<file path="src/rtl/solt_pkg.sv">
// ----------------------------------------------------------------------------
// solt_pkg: shared definitions for the self-organizing lookup table
// Table geometry, field widths, register and policy codes, the stored entry
// layout and the saturating count increment.
// ----------------------------------------------------------------------------
`default_nettype none

package solt_pkg;

  // Table geometry.
  localparam int unsigned ENTRIES = 1024;
  localparam int unsigned AW      = $clog2(ENTRIES);

  // Field widths.
  localparam int unsigned KEY_W      = 32;
  localparam int unsigned CNT_W      = 32;
  localparam int unsigned IDX_W      = 10;
  localparam int unsigned POS_W      = 10;
  localparam int unsigned POL_W      = 2;
  localparam int unsigned ACT_W      = 11;
  localparam int unsigned CFG_IDX_W  = 2;
  localparam int unsigned CFG_DATA_W = 11;

  // Configuration register indexes.
  localparam logic [CFG_IDX_W-1:0] REG_POLICY = 2'd0;
  localparam logic [CFG_IDX_W-1:0] REG_ACTIVE = 2'd1;

  // Reset value of the active entry count.
  localparam logic [ACT_W-1:0] ACTIVE_RST = 11'd1024;

  // Reorganization policies.
  localparam logic [POL_W-1:0] POL_COUNT     = 2'd0;
  localparam logic [POL_W-1:0] POL_TO_FRONT  = 2'd1;
  localparam logic [POL_W-1:0] POL_TRANSPOSE = 2'd2;
  localparam logic [POL_W-1:0] POL_GUARDED   = 2'd3;

  // Load and search item modes.
  localparam logic MODE_LOAD   = 1'b0;
  localparam logic MODE_SEARCH = 1'b1;

  // Operations of the shared compare unit.
  typedef enum logic {
    CMP_EQ,
    CMP_GT
  } cmp_op_e;

  // One stored table entry: key and its hit count move together.
  typedef struct packed {
    logic [KEY_W-1:0] key;
    logic [CNT_W-1:0] cnt;
  } entry_t;

  localparam int unsigned ENTRY_W = $bits(entry_t);

  // Saturating increment of a hit count.
  function automatic logic [CNT_W-1:0] sat_inc(input logic [CNT_W-1:0] v);
    return (&v) ? v : v + 1'b1;
  endfunction

endpackage

`default_nettype wire

</file>
<file path="src/rtl/solt_cmp.sv">
// ----------------------------------------------------------------------------
// solt_cmp: shared compare unit
// Key equality during the scan and hit count ordering for the guarded swap.
// ----------------------------------------------------------------------------
`default_nettype none

module solt_cmp (
  input  wire solt_pkg::cmp_op_e          op_i,
  input  wire logic [solt_pkg::KEY_W-1:0] a_i,
  input  wire logic [solt_pkg::KEY_W-1:0] b_i,
  output logic                            res_o
);
  import solt_pkg::*;

  // One 32-bit comparator, selected by the sequencer.
  always_comb begin
    case (op_i)
      CMP_EQ:  res_o = (a_i == b_i);
      CMP_GT:  res_o = (a_i > b_i);
      default: res_o = 1'b0;
    endcase
  end

endmodule

`default_nettype wire

</file>
<file path="config.mk">
export PLATFORM = sky130hd
export DESIGN_NAME = solt_cmp
export DESIGN_NICKNAME = d
export VERILOG_FILES = /design/src/rtl/solt_pkg.sv /design/src/rtl/solt_cmp.sv
export SDC_FILE = /design/constraint.sdc
export NUM_CORES = 1
export LEC_CHECK = 0
export BUFFER_PORTS_ARGS = -buffer_cell sky130_fd_sc_hd__buf_2
export CAP_MARGIN = 20
export CORE_MARGIN = 3
export CORE_UTILIZATION = 38
export DETAILED_ROUTE_END_ITERATION = 7
export PLACE_DENSITY = 0.91
export SYNTH_ARGS = -nofsm -noshare
export SYNTH_HDL_FRONTEND = slang
export SYNTH_SLANG_ARGS = --single-unit
</file>
<file path="constraint.sdc">
create_clock -name vclk -period 1.6
set_input_delay 0.24 -clock vclk [all_inputs]
set_output_delay 0.24 -clock vclk [all_outputs]
set_load 0.005 [all_outputs]
</file>
## Word level (Yosys, flattened, before mapping)

Index checks and enable logic that the tools add are counted.

- Bitwise logic cells: 1
- Equal/unequal tests: 1
- Muxes and demuxes: 1
- $lt $le $gt $ge: 1

Operator list:

| operator | count |
|---|---|
| $eq A32 B32 Y1 | 1 |
| $gt A32 B32 Y1 | 1 |
| $pmux W1 S2 | 1 |
| $not A1 Y1 | 1 |

- Input port bits: 65
- Flip-flop bits (word level): 0
- Output and inout port bits: 1
- Logic and storage cells: 4

## Depth between registers and ports, before layout

- Depth after elaboration: 2
- Depth in mapped cells: 7
- Gate-level depth less buffers: 7

## Least setup slack after synthesis

OpenSTA, ideal clock, no wires.

- Path kind: in2out
- Start point: in b_i[13] in the netlist's numbering
- End point: out res_o
- Buffers on the path: 0
- Required time: 1360 ps
- Arrival time: 1413 ps
- Path slack: -53 ps
- Stages: 7
- Cells stage by stage: inv_1 -> ha_1 -> nand4_2 -> nor4_2 -> a21boi_2 -> o31ai_1 -> a31oi_1

- Longest elaborated chain between the ends: 2
- Elaborated cells between the ends (all ways): 3
- Those cells by class: 1 x order compare; 1 x eq/ne; 1 x mux

Ends and longest elaborated chain:

| item | line | text |
|---|---|---|
| from (decl) | solt_cmp.sv:10 | `input wire logic [solt_pkg::KEY_W-1:0] b_i,` |
| $gt A32 B32 Y1 / $eq A32 B32 Y1 (equally long branches) | solt_cmp.sv:19, solt_cmp.sv:18 |  |
| $pmux W1 S2 * | solt_cmp.sv:17 | `case (op_i)` |
| to (decl) | solt_cmp.sv:11 | `output logic res_o` |

Every way passes the cells marked *; elsewhere a longest branch is shown, timed or not.

## Worst setup path after layout

- Start point: in b_i[6] in the netlist's numbering
- End point: out res_o

The elaborated chain is that of the path after synthesis.

==> run metrics <==
final worst-path cycle share 1.21; RSZ-0062 raised after global routing yes; dominant cells by area after synthesis ha_1 (46%), inv_1 (14%), a21oi_1 (6.4%), nand4_2 (5.8%), a21o_1 (2.6%); nets 286; core area 2060 sq um; CP max-delay cell a221o_1; normalized max-slew margin 0.786; IO Pins 66; CP Buf/Inv Count 3; DIE HEIGHT 53.7 um; fin crit period 1940 ps; PortBufs 66; antenna cell count 0; initial antenna violation count 0; P per Cell Area 262 nW/um^2; FFs & Latches 0; max-slew violations 0; failing checks negative setup slack; area share of the largest cell type after synthesis 0.464; area of the multi-input gates 1110 sq um; final hold viol count 0; crit path max fanout 2; pin count of the biggest net entering global routing 4; Final TNS setup -342 ps; most frequent CP cell buf_2; Crit Path Category in2out; total iterations of the first detailed-routing run 4; Yosys warning count 0; Reg area 0 sq um; GRT Resource Usage Total 0.209; synthesized area 863 sq um; Critical Path, Cell by Cell buf_2, inv_1, ha_1, nand2_2, o21ai_1, a221o_1, o31ai_1, a31oi_1, buf_2; GRT overflow 0; max frequency 515 MHz; Static Leak 0.842 nW; clock network power share 0; sequential-to-total area share from yosys stat 0; actual slew at the worst max-slew pin 317 ps; Crit path depth 9; Sw Share 0.450; via count 1109; combinational share of power 1.000; syn_nets 209; Crit path required time 1360 ps; Max VDD drop 181 uV; CP max stage delay 310 ps; cell-internal power 0.251 mW; fraction of layout cells with a size suffix above 1 0.711; cell count after synthesis 112; vias per cell 5.18; Finish-stage setup viols 1; cell family with most CP delay compound AO/OA/AOI/OAI gates; Chip Width 53.7 um; CP Data Arrival Time 1700 ps; PnR worst setup slack -342 ps; Core Rows 16; clock buffers 0; Synth Area per Inst 7.71 sq um; Design Power 0.456 mW; part of the power in registers 0; crit end category output port; WL/cell 13.9 um; Final ANT Viol Nets 0; initial core utilization 0.419; DRT iter0 DRCs 5; status complete, but fails checks; number of global-route vias before repair 1137; Post-CTS Hold Buffers 0; GP Congestion 0.807; Yosys cell types 24; startpoint types input pin; hold depth 4; HPWL Detailed 2.39 mm; area grow syn2layout 101%; Psw 0.205 mW; Hold Crit Class in2out; Max-Cap Viols 0; die footprint 2880 sq um; fillers 122; Routed WL 2.96 mm; first-pass GRT wire length 4.49 mm; drt drc 0; top cell type by total area after synthesis ha_1
-- layout make-up --
cell class / instances / area share
Inverter: 32 / 0.0820
Multi-Input combinational cell: 80 / 0.641
Tap cell: 27 / 0.0194
Timing Repair Buffer: 75 / 0.258
-- layer usage --
metal | vias to the layer above | GRT usage | routed length, um
met5 | - | 0 | 0
met4 | 0 | 0.0298 | 38
met3 | 4 | 0.0111 | 159
met2 | 46 | 0.522 | 1900
met1 | 512 | 0.158 | 866
li1 | 547 | - | -
-- cells in the mapped netlist --
cell / number
ha_1: 32
inv_1: 32
a21oi_1: 11
nand2_1: 4
nand3_1: 4
nand4_2: 4
a21o_1: 3
nand4_1: 3
a211oi_1: 2
nor2b_1: 2
o21ai_0: 2
a21boi_2: 1
a221o_1: 1
a31oi_1: 1
and4_1: 1
nor2_1: 1
nor4_2: 1
nor4_4: 1
nor4bb_1: 1
o211ai_1: 1
o21ai_1: 1
o21bai_2: 1
o31ai_1: 1
xor2_1: 1
-- stage by stage --
stage | setup WS, ps | utilization | instance area (sq um) | hold WS (ps) | instances
global route | -469 | 0.843 | 1740 | 973 | 214
detailed placement | -354 | 0.742 | 1530 | 874 | 212
CTS | -226 | 0.843 | 1740 | 877 | 214
finish | -342 | 0.843 | 1740 | 965 | 214
floorplan | -4.25 | - | 1110 | 641 | 112
global placement | -328 | 0.742 | 1530 | 868 | 212
-- cells in the final DEF (no fill, tap or decap), types with 2 or more instances in the layout --
cell and instances:
buf_6 8, a21oi_2 2, buf_4 9, nor2b_1 2, ha_1 7, inv_1 11
a21o_1 3, nand4_1 3, o21ai_0 2, ha_4 25, nand2_1 3, inv_2 16
inv_4 4, nor4_4 2, buf_2 58, nand3_1 4, nand4_4 4, a21oi_1 9
-- worst paths after layout --
path,to,slack (ps),start
worst max-delay path,res_o,-340,b_i[6]
worst min-delay path,res_o,960,op_i
-- kinds of logic after synthesis --
kind of cell               Yosys count  synth area share
AOI/OAI and AO/OA                   25             0.187
xor gates and xnor gates             1            0.0101
adders and majority gates           32             0.464
buffers and inverters               32             0.139
and+or+nand+nor                     22             0.200
-- power by group through the flow --
| stage | Combinational, mW | Clock (mW) | Sequential, mW |
|---|---|---|---|
| 2_1_floorplan | 0.208 | 0 | 0 |
| 3_3_place_gp | 0.350 | 0 | 0 |
| 3_5_place_dp | 0.373 | 0 | 0 |
| 4_1_cts | 0.448 | 0 | 0 |
| 5_1_grt | 0.501 | 0 | 0 |
| 6_report | 0.456 | 0 | 0 |
-- tightest hold or removal path, stage by stage --
cell,delay [ps]
buf_2,90
xor2_1,170
a31oi_1,80
buf_2,140
-- what timing repair did --
| action | 4_1_cts | 5_1_grt |
|---|---|---|
| endpoints found under the setup margin | 1 | 1 |
| buffers inserted | 2 | 0 |
| gates resized for setup | 36 | 0 |
| pin swaps | 19 | 1 |
| endpoints found under the hold margin | 0 | 0 |
No activity file was read; power rests on OpenSTA's default activity.
